## src/sv/i2t_pkg.sv

```systemverilog
// ----------------------------------------------------------------------------
// i2t_pkg
// Types, codes and helper functions shared by the integer-to-text formatter.
// ----------------------------------------------------------------------------
package i2t_pkg;

    // Digit cells: enough for the ten decimal digits of a 32-bit operand.
    localparam int DIGIT_CELLS = 10;
    localparam int DIGIT_IDX_W = 4;
    localparam int VALUE_W     = 32;
    localparam int CONV_STEPS  = VALUE_W / 2;   // two operand bits per cycle
    localparam int STEP_CNT_W  = 4;

    localparam logic [7:0] CHAR_SPACE = 8'h20;
    localparam logic [7:0] CHAR_PLUS  = 8'h2B;
    localparam logic [7:0] CHAR_MINUS = 8'h2D;
    localparam logic [7:0] CHAR_ZERO  = 8'h30;
    localparam logic [7:0] CHAR_UPPER = 8'h41;

    localparam logic [1:0] CONV_SDEC = 2'd0;
    localparam logic [1:0] CONV_UDEC = 2'd1;
    localparam logic [1:0] CONV_HEX  = 2'd2;

    localparam logic [1:0] SIGN_NONE  = 2'd0;
    localparam logic [1:0] SIGN_PLUS  = 2'd1;
    localparam logic [1:0] SIGN_SPACE = 2'd2;

    typedef enum logic [1:0] {
        ST_IDLE,
        ST_CONV,
        ST_PREP,
        ST_EMIT
    } i2t_state_t;

    typedef logic [3:0] digit_t;

    // Shift-and-add-3 correction; hex digits pass through untouched.
    function automatic digit_t dabble_adjust(input digit_t d, input logic hex_mode);
        digit_t r;
        if (!hex_mode && (d >= 4'd5))
        begin
            r = d + 4'd3;
        end
        else
        begin
            r = d;
        end
        return r;
    endfunction

    function automatic logic [7:0] digit_char(input digit_t d);
        logic [7:0] c;
        if (d < 4'd10)
        begin
            c = CHAR_ZERO + {4'd0, d};
        end
        else
        begin
            c = CHAR_UPPER + {4'd0, d} - 8'd10;
        end
        return c;
    endfunction

endpackage

```

## src/sv/i2t_in_if.sv

```systemverilog
// ----------------------------------------------------------------------------
// i2t_in_if
// Operand and format options channel, valid/ready.
// ----------------------------------------------------------------------------
interface i2t_in_if;
    logic        valid;
    logic        ready;
    logic [31:0] value;
    logic [1:0]  conversion;
    logic [1:0]  sign_mode;
    logic        left_justify;
    logic [5:0]  min_width;

    modport source (
        output valid, value, conversion, sign_mode, left_justify, min_width,
        input  ready
    );
    modport sink (
        input  valid, value, conversion, sign_mode, left_justify, min_width,
        output ready
    );
endinterface

```

## src/sv/i2t_out_if.sv

```systemverilog
// ----------------------------------------------------------------------------
// i2t_out_if
// Character stream channel, valid/ready, last marks the end of an item.
// ----------------------------------------------------------------------------
interface i2t_out_if;
    logic       valid;
    logic       ready;
    logic [7:0] character;
    logic       last;

    modport source (
        output valid, character, last,
        input  ready
    );
    modport sink (
        input  valid, character, last,
        output ready
    );
endinterface

```

## src/sv/i2t_digit_cell.sv

```systemverilog
// ----------------------------------------------------------------------------
// i2t_digit_cell
// One digit of the binary-to-digit shift chain. Takes two bits per cycle
// from the lower neighbor while shift is high and passes two bits up to the next cell.
// ----------------------------------------------------------------------------
module i2t_digit_cell (
    input  logic                 clk,
    input  logic                 clear,
    input  logic                 shift,
    input  logic                 hex_mode,
    input  logic [1:0]           carry_in,   // [1] is the earlier bit
    output logic [1:0]           carry_out,
    output i2t_pkg::digit_t      digit
);
    import i2t_pkg::*;

    digit_t digit_reg;
    digit_t digit_next;
    digit_t adj1;
    digit_t mid;
    digit_t adj2;

    always_comb
    begin
        adj1         = dabble_adjust(digit_reg, hex_mode);
        carry_out[1] = adj1[3];
        mid          = {adj1[2:0], carry_in[1]};
        adj2         = dabble_adjust(mid, hex_mode);
        carry_out[0] = adj2[3];
        digit_next   = {adj2[2:0], carry_in[0]};
    end

    always_ff @(posedge clk)
    begin
        if (clear)
        begin
            digit_reg <= '0;
        end
        else if (shift)
        begin
            digit_reg <= digit_next;
        end
    end

    assign digit = digit_reg;

endmodule

```

## src/sv/integer_to_padded_text_core.sv

```systemverilog
// ----------------------------------------------------------------------------
// integer_to_padded_text_core
// Formats a 32-bit operand as signed decimal, unsigned decimal or upper-case
// hex text, padded with spaces to a minimum width, one character per output
// transfer with last on the final one. An item has N characters, where N is
// max(min_width, text length). The operand shifts two bits per cycle through
// the row of ten digit cells, a sizing state sizes the text, then characters
// leave one per cycle at the output register while the output is not stalled.
// A new item is taken once the previous one has been fully handed to the output
// register; an unused conversion code with min_width 0 yields no characters and
// still passes through the emit state. Output stalls hold the emission.
// ----------------------------------------------------------------------------
module integer_to_padded_text_core #(
    parameter int MAX_DIGITS = 11,
    parameter int MAX_WIDTH  = 63
) (
    input  logic      clk,
    input  logic      rst_n,
    i2t_in_if.sink    item,
    i2t_out_if.source text
);
    import i2t_pkg::*;

    localparam logic [4:0] MAX_DIGITS_C = 5'(MAX_DIGITS);
    localparam logic [5:0] MAX_WIDTH_C  = 6'(MAX_WIDTH);

    i2t_state_t state_reg, state_next;

    logic [VALUE_W-1:0]    mag_reg;
    logic [STEP_CNT_W-1:0] step_reg;
    logic [1:0]            conv_reg;
    logic [1:0]            smode_reg;
    logic                  left_reg;
    logic [5:0]            width_reg;
    logic                  neg_reg;

    logic [5:0]            padl_reg;
    logic [5:0]            padr_reg;
    logic [4:0]            txt_reg;
    logic [5:0]            rem_reg;
    logic                  sign_pend_reg;
    logic [7:0]            sign_char_reg;
    logic [DIGIT_IDX_W-1:0] dig_idx_reg;

    logic       out_valid_reg;
    logic [7:0] out_char_reg;
    logic       out_last_reg;

    // digit chain
    logic       cell_clear;
    logic       cell_shift;
    logic [1:0] carry [DIGIT_CELLS+1];
    digit_t     digits [DIGIT_CELLS];

    assign carry[0] = mag_reg[VALUE_W-1 -: 2];

    genvar g;
    generate
        for (g = 0; g < DIGIT_CELLS; g++)
        begin : g_cell
            i2t_digit_cell u_cell (
                .clk       (clk),
                .clear     (cell_clear),
                .shift     (cell_shift),
                .hex_mode  (conv_reg == CONV_HEX),
                .carry_in  (carry[g]),
                .carry_out (carry[g+1]),
                .digit     (digits[g])
            );
        end
    endgenerate

    // text sizing
    logic [4:0] ndig;
    logic       has_sign;
    logic [4:0] text_len;
    logic [4:0] kept;
    logic       sign_pend;
    logic [7:0] sign_char;
    logic [5:0] wsat;
    logic [5:0] pad;
    logic [6:0] total;
    logic [4:0] dig_first;

    always_comb
    begin
        ndig = 5'd1;
        for (int i = 1; i < DIGIT_CELLS; i++)
        begin
            if (digits[i] != '0)
            begin
                ndig = 5'(i + 1);
            end
        end
        has_sign = (conv_reg == CONV_SDEC) &&
                   (neg_reg || (smode_reg == SIGN_PLUS) || (smode_reg == SIGN_SPACE));
        if (neg_reg)
        begin
            sign_char = CHAR_MINUS;
        end
        else if (smode_reg == SIGN_PLUS)
        begin
            sign_char = CHAR_PLUS;
        end
        else
        begin
            sign_char = CHAR_SPACE;
        end
        if ((conv_reg == CONV_SDEC) || (conv_reg == CONV_UDEC) || (conv_reg == CONV_HEX))
        begin
            text_len = ndig + {4'd0, has_sign};
        end
        else
        begin
            text_len = '0;
        end
        kept      = (text_len > MAX_DIGITS_C) ? MAX_DIGITS_C : text_len;
        sign_pend = has_sign && (text_len <= MAX_DIGITS_C) && (text_len != '0);
        wsat      = (width_reg > MAX_WIDTH_C) ? MAX_WIDTH_C : width_reg;
        pad       = (wsat > {1'b0, kept}) ? (wsat - {1'b0, kept}) : '0;
        total     = {1'b0, pad} + {2'd0, kept};
        // digits go out lowest-aligned: the last (kept - sign) digits
        dig_first = kept - {4'd0, sign_pend} - 5'd1;
    end

    // emission
    logic       emit;
    logic [7:0] next_char;

    always_comb
    begin
        emit = (state_reg == ST_EMIT) && (rem_reg != '0) &&
               (!out_valid_reg || text.ready);
        if (padl_reg != '0)
        begin
            next_char = CHAR_SPACE;
        end
        else if (txt_reg != '0)
        begin
            next_char = sign_pend_reg ? sign_char_reg : digit_char(digits[dig_idx_reg]);
        end
        else
        begin
            next_char = CHAR_SPACE;
        end
    end

    assign item.ready = (state_reg == ST_IDLE);
    assign text.valid     = out_valid_reg;
    assign text.character = out_char_reg;
    assign text.last      = out_last_reg;

    always_comb
    begin
        state_next = state_reg;
        cell_clear = 1'b0;
        cell_shift = 1'b0;
        case (state_reg)
            ST_IDLE:
            begin
                if (item.valid)
                begin
                    cell_clear = 1'b1;
                    state_next = ST_CONV;
                end
            end
            ST_CONV:
            begin
                cell_shift = 1'b1;
                if (step_reg == STEP_CNT_W'(CONV_STEPS - 1))
                begin
                    state_next = ST_PREP;
                end
            end
            ST_PREP:
            begin
                state_next = ST_EMIT;
            end
            ST_EMIT:
            begin
                if ((rem_reg == '0) || (emit && (rem_reg == 6'd1)))
                begin
                    state_next = ST_IDLE;
                end
            end
            default:
            begin
                state_next = ST_IDLE;
            end
        endcase
    end

    always_ff @(posedge clk or negedge rst_n)
    begin
        if (!rst_n)
        begin
            state_reg     <= ST_IDLE;
            out_valid_reg <= 1'b0;
        end
        else
        begin
            state_reg <= state_next;
            if (emit)
            begin
                out_valid_reg <= 1'b1;
            end
            else if (text.ready)
            begin
                out_valid_reg <= 1'b0;
            end
        end
    end

    always_ff @(posedge clk)
    begin
        if ((state_reg == ST_IDLE) && item.valid)
        begin
            conv_reg  <= item.conversion;
            smode_reg <= item.sign_mode;
            left_reg  <= item.left_justify;
            width_reg <= item.min_width;
            step_reg  <= '0;
            if ((item.conversion == CONV_SDEC) && item.value[VALUE_W-1])
            begin
                neg_reg <= 1'b1;
                mag_reg <= '0 - item.value;
            end
            else
            begin
                neg_reg <= 1'b0;
                mag_reg <= item.value;
            end
        end
        else if (state_reg == ST_CONV)
        begin
            mag_reg  <= {mag_reg[VALUE_W-3:0], 2'b00};
            step_reg <= step_reg + 1'b1;
        end

        if (state_reg == ST_PREP)
        begin
            padl_reg      <= left_reg ? '0 : pad;
            padr_reg      <= left_reg ? pad : '0;
            txt_reg       <= kept;
            rem_reg       <= total[5:0];
            sign_pend_reg <= sign_pend;
            sign_char_reg <= sign_char;
            dig_idx_reg   <= dig_first[DIGIT_IDX_W-1:0];
        end
        else if (emit)
        begin
            rem_reg <= rem_reg - 6'd1;
            if (padl_reg != '0)
            begin
                padl_reg <= padl_reg - 6'd1;
            end
            else if (txt_reg != '0)
            begin
                txt_reg <= txt_reg - 5'd1;
                if (sign_pend_reg)
                begin
                    sign_pend_reg <= 1'b0;
                end
                else
                begin
                    dig_idx_reg <= dig_idx_reg - 1'b1;
                end
            end
            else
            begin
                padr_reg <= padr_reg - 6'd1;
            end
        end

        if (emit)
        begin
            out_char_reg <= next_char;
            out_last_reg <= (rem_reg == 6'd1);
        end
    end

endmodule
```

## src/flat_wrapper.sv

```systemverilog
// flat-port wrapper written by rule: the top's interface ports become plain ports
module integer_to_padded_text_core_flat import i2t_pkg::*;
#(
    parameter int MAX_DIGITS = 11,
    parameter int MAX_WIDTH  = 63
)
  (clk, rst_n, item_valid, item_value, item_conversion, item_sign_mode, item_left_justify, item_min_width, item_ready, text_valid, text_character, text_last, text_ready);
  i2t_in_if item_i ();
  i2t_out_if text_i ();
  input  logic clk;
  input  logic rst_n;
  input wire logic [$bits(item_i.valid)-1:0] item_valid;
  input wire logic [$bits(item_i.value)-1:0] item_value;
  input wire logic [$bits(item_i.conversion)-1:0] item_conversion;
  input wire logic [$bits(item_i.sign_mode)-1:0] item_sign_mode;
  input wire logic [$bits(item_i.left_justify)-1:0] item_left_justify;
  input wire logic [$bits(item_i.min_width)-1:0] item_min_width;
  output wire logic [$bits(item_i.ready)-1:0] item_ready;
  output wire logic [$bits(text_i.valid)-1:0] text_valid;
  output wire logic [$bits(text_i.character)-1:0] text_character;
  output wire logic [$bits(text_i.last)-1:0] text_last;
  input wire logic [$bits(text_i.ready)-1:0] text_ready;
  assign item_i.valid = item_valid;
  assign item_i.value = item_value;
  assign item_i.conversion = item_conversion;
  assign item_i.sign_mode = item_sign_mode;
  assign item_i.left_justify = item_left_justify;
  assign item_i.min_width = item_min_width;
  assign item_ready = item_i.ready;
  assign text_valid = text_i.valid;
  assign text_character = text_i.character;
  assign text_last = text_i.last;
  assign text_i.ready = text_ready;
  integer_to_padded_text_core #(.MAX_DIGITS(MAX_DIGITS), .MAX_WIDTH(MAX_WIDTH)) u_core (.clk(clk), .rst_n(rst_n), .item(item_i), .text(text_i));
endmodule
```

## config.mk

```make
export PLATFORM = sky130hd
export DESIGN_NAME = integer_to_padded_text_core_flat
export DESIGN_NICKNAME = d
export VERILOG_FILES = /design/src/sv/i2t_pkg.sv /design/src/sv/i2t_in_if.sv /design/src/sv/i2t_out_if.sv /design/src/sv/i2t_digit_cell.sv /design/src/sv/integer_to_padded_text_core.sv /design/src/flat_wrapper.sv
export SDC_FILE = /design/constraint.sdc
export NUM_CORES = 1
export LEC_CHECK = 0
export BUFFER_PORTS_ARGS = -buffer_cell sky130_fd_sc_hd__buf_4
export CORE_UTILIZATION = 50
export CTS_CLUSTER_SIZE = 16
export DETAILED_ROUTE_END_ITERATION = 8
export PLACE_DENSITY = 0.67
export RECOVER_POWER = 100
export REMOVE_ABC_BUFFERS = 1
export SLEW_MARGIN = 40
export SYNTH_ARGS = -nofsm -noshare
export SYNTH_HDL_FRONTEND = slang
export SYNTH_SLANG_ARGS = --single-unit
```

## constraint.sdc

```tcl
create_clock -name clk -period 9.8 [get_ports clk]
set_input_delay 0.98 -clock clk [delete_from_list [all_inputs] [get_ports clk]]
set_output_delay 0.98 -clock clk [all_outputs]
set_load 0.03 [all_outputs]
```

==> results.sh <==
export IMPL_drt_iter0_drc=413
export IMPL_final_util_pct=56.71
export IMPL_htreeDepth=4
export IMPL_fin_skew_ns=0.007939
export IMPL_cpMaxStageDelayCell="fa_1"
export IMPL_worst_ep_required_time_ns=9.98
export IMPL_clockBufferDepth=2
export IMPL_busiest_layer="met2"
export IMPL_grt_max_degree=88
export IMPL_ios=58
export IMPL_fin_crit_sh_pct=58.95
export IMPL_ys_types=71
export IMPL_grt_pass1_wl_um=33320
export IMPL_rsz0062_at_grt="no"
export IMPL_initial_core_util_pct=50.94
export IMPL_totalWireLength_um=20330
export IMPL_pre_cts_ws_ns=4.134
export IMPL_netlist_instances=1025
export IMPL_dpl_cell_area_mm2=0.009727
export IMPL_setup_tns_ns=0
export IMPL_hp_class="input port to asynchronous set/reset pin"
export IMPL_min_period_ns=5.777
export IMPL_path_max_fanout=7
export IMPL_synth_area_leaders="edfxtp_1 (25%), dfxtp_1 (9.6%), ha_1 (9.2%)"
export IMPL_die_x_um=137.3
export IMPL_synth_largest_area_cell="edfxtp_1"
export IMPL_critPathKind="register to register"
export IMPL_ys_warn_count=0
export IMPL_drv_cap=2
export IMPL_use_met3_pct=3.753
export IMPL_synth_edff_count=77
export IMPL_ant_nets=0
export IMPL_dp_cells=1266
export IMPL_globalplace_congestion=0.8459
export IMPL_synth_main_ff_cell="edfxtp_1"
export IMPL_n_antenna_cell=0
export IMPL_violations="max-capacitance violations, max-slew violations"
export IMPL_route_detailed_wl_per_inst_um=15.64
export IMPL_whs_ns=0.3498
export IMPL_layout_commonest_cell="nor2_1"
export IMPL_p_leak_nw=4.015
export IMPL_clock_sinks=124
export IMPL_netlist_area_mm2=0.009150
export IMPL_die_h_um=137.3
export IMPL_grtUsageMet1_pct=30.60
export IMPL_worstSkewPairLatency_ns=0.42
export IMPL_route_detailed_drc=0
export IMPL_numPortBuffers=56
export IMPL_path_common_cell="ha_1"
export IMPL_max_slew_margin_rel_pct=-103.5
export IMPL_place_hpwl_um=14440
export IMPL_cpPeakStageDelay_ns=0.41
export IMPL_cts_resized=0
export IMPL_slew_viol_final=117
export IMPL_setup_viol_count_final=0
export IMPL_seq_area_frac_synth_pct=35.72
export IMPL_cp_end_kind="register"
export IMPL_grt_overflow_total=0
export IMPL_tightest_slew_ns=3.052
export IMPL_antenna_found_initial=0
export IMPL_first_pass_iters=5
export IMPL_cts_root_buffer="clkbuf_16"
export IMPL_fmax_mhz=173.1
export IMPL_cts_hold_buf=0
export IMPL_hold_viol=0
export IMPL_clkTransAtPathRegs_ns=0.06
export IMPL_largest_reg_flops=40
export IMPL_setup_slack_ns=4.023
export IMPL_yosys_register_bits=124
export IMPL_grt_pass1_vias=6790
export IMPL_synthToLayoutAreaGrowth_pct=11.34
export IMPL_powerDensity_mw_per_mm2=361.2
export IMPL_mostFrequentLayoutCells="nor2_1 (93), nand2_1 (89), o21ai_0 (79)"
export IMPL_core_mm2=0.01796
export IMPL_startpoint_type="register"
export IMPL_rows=49
export IMPL_final_nets=1174
export IMPL_max_vdd_ir_drop_mv=0.1885
export IMPL_syn_area_per_cell_um2=8.927
export IMPL_synth_top_area_share_pct=25.27
export IMPL_total_power_mw=3.680
export IMPL_layout_drive_gt1_share_pct=10.08
export IMPL_die_area_mm2=0.01884
export IMPL_cts_buffers_inserted=17
export IMPL_grt_usage_pct=22.62
export IMPL_cts_tree="yes"
export IMPL_post_cts_setup_buffers=0
export IMPL_outcome="finished with violations"
export IMPL_final_cell_count_no_fill=1300
export IMPL_fin_area_mm2=0.01019
export IMPL_vias=7316
export IMPL_vias_per_cell=5.628
export IMPL_grtUsageMet2_pct=36.95
export IMPL_cp_arrival_ns=5.96
export IMPL_async_flop_share_pct=2.419
==> where the power goes <==
group	internal (mW)	switching (mW)
clock network	0.366	0.232
registers	0.886	0.210
logic	0.827	1.16
==> cell type report <==
cell class,instances,area (um2)
well taps,229,286.5
inverters,63,236.5
clock inverters,8,70.07
repair buffers,65,421.7
multi-input cells,787,5423
clock buffers,24,481.7
flip-flops and latches,124,3268
fillers,1616,7776
==> synth_stat cells, types with 8 or more instances <==
master	count
o211ai_1	11
xnor2_1	45
nor2b_1	13
mux2i_1	16
nor3b_1	9
o31ai_1	9
nand2b_1	33
dfxtp_1	44
edfxtp_1	77
inv_1	62
mux2_2	14
nand3_1	19
a211oi_1	12
nand2_1	89
ha_1	67
o21ai_0	77
xor2_1	31
clkbuf_1	40
nand4_1	16
o311ai_0	14
nand3b_1	18
or3_1	11
nor3_1	14
nor2_1	93
a31oi_1	8
mux4_2	8
a21oi_1	57
==> metal layers <==
layer | vias up | routed length (um)
li1 | 3753 | -
met1 | 3416 | 9933
met2 | 131 | 9483
met3 | 16 | 696
met4 | 0 | 214
met5 | - | 0
==> cell families after synthesis <==
group | synth area share (%)
AO/OA/AOI/OAI | 16.66
buffers and inverters | 4.813
AND/OR/NAND/NOR | 20.31
XOR/XNOR | 7.275
multiplexers | 5.442
flip-flops | 35.72
other | 0.08208
adder cells (fa/ha/maj) | 9.709
==> path summary, 6_finish.rpt <==
| check | start | to | slack [ns] | cells past startpoint |
|---|---|---|---|---|
| min in group clk | u_core.mag_reg[30]$_DFFE_PP_ | u_core.g_cell[0].u_cell.digit[0]$_SDFFE_PP0P_ | 0.49 | 2 |
| worst max register to register | u_core.g_cell[3].u_cell.digit[1]$_SDFFE_PP0P_ | u_core.rem_reg[5]$_DFFE_PP_ | 4.02 | 27 |
| max in group asynchronous | rst_n | u_core.text.valid$_DFFE_PN0P_ | 9.30 | 1 |
| worst max-delay path | u_core.g_cell[3].u_cell.digit[1]$_SDFFE_PP0P_ | u_core.rem_reg[5]$_DFFE_PP_ | 4.02 | 27 |
| worst min-delay path | rst_n | u_core.state_reg[0]$_DFFE_PN0P_ | 0.35 | 1 |
| worst min register to register | u_core.mag_reg[30]$_DFFE_PP_ | u_core.g_cell[0].u_cell.digit[0]$_SDFFE_PP0P_ | 0.49 | 2 |
==> critical path, delay by kind of cell (launching register included) <==
kind	cells	cell delay, ns
AO/OA/AOI/OAI	9	1.98
adder cells (fa/ha/maj)	6	1.39
AND/OR/NAND/NOR	7	1.13
multiplexers	2	0.46
flip-flops	1	0.35
buffers and inverters	3	0.23
(Power assumes the default switching activity.)
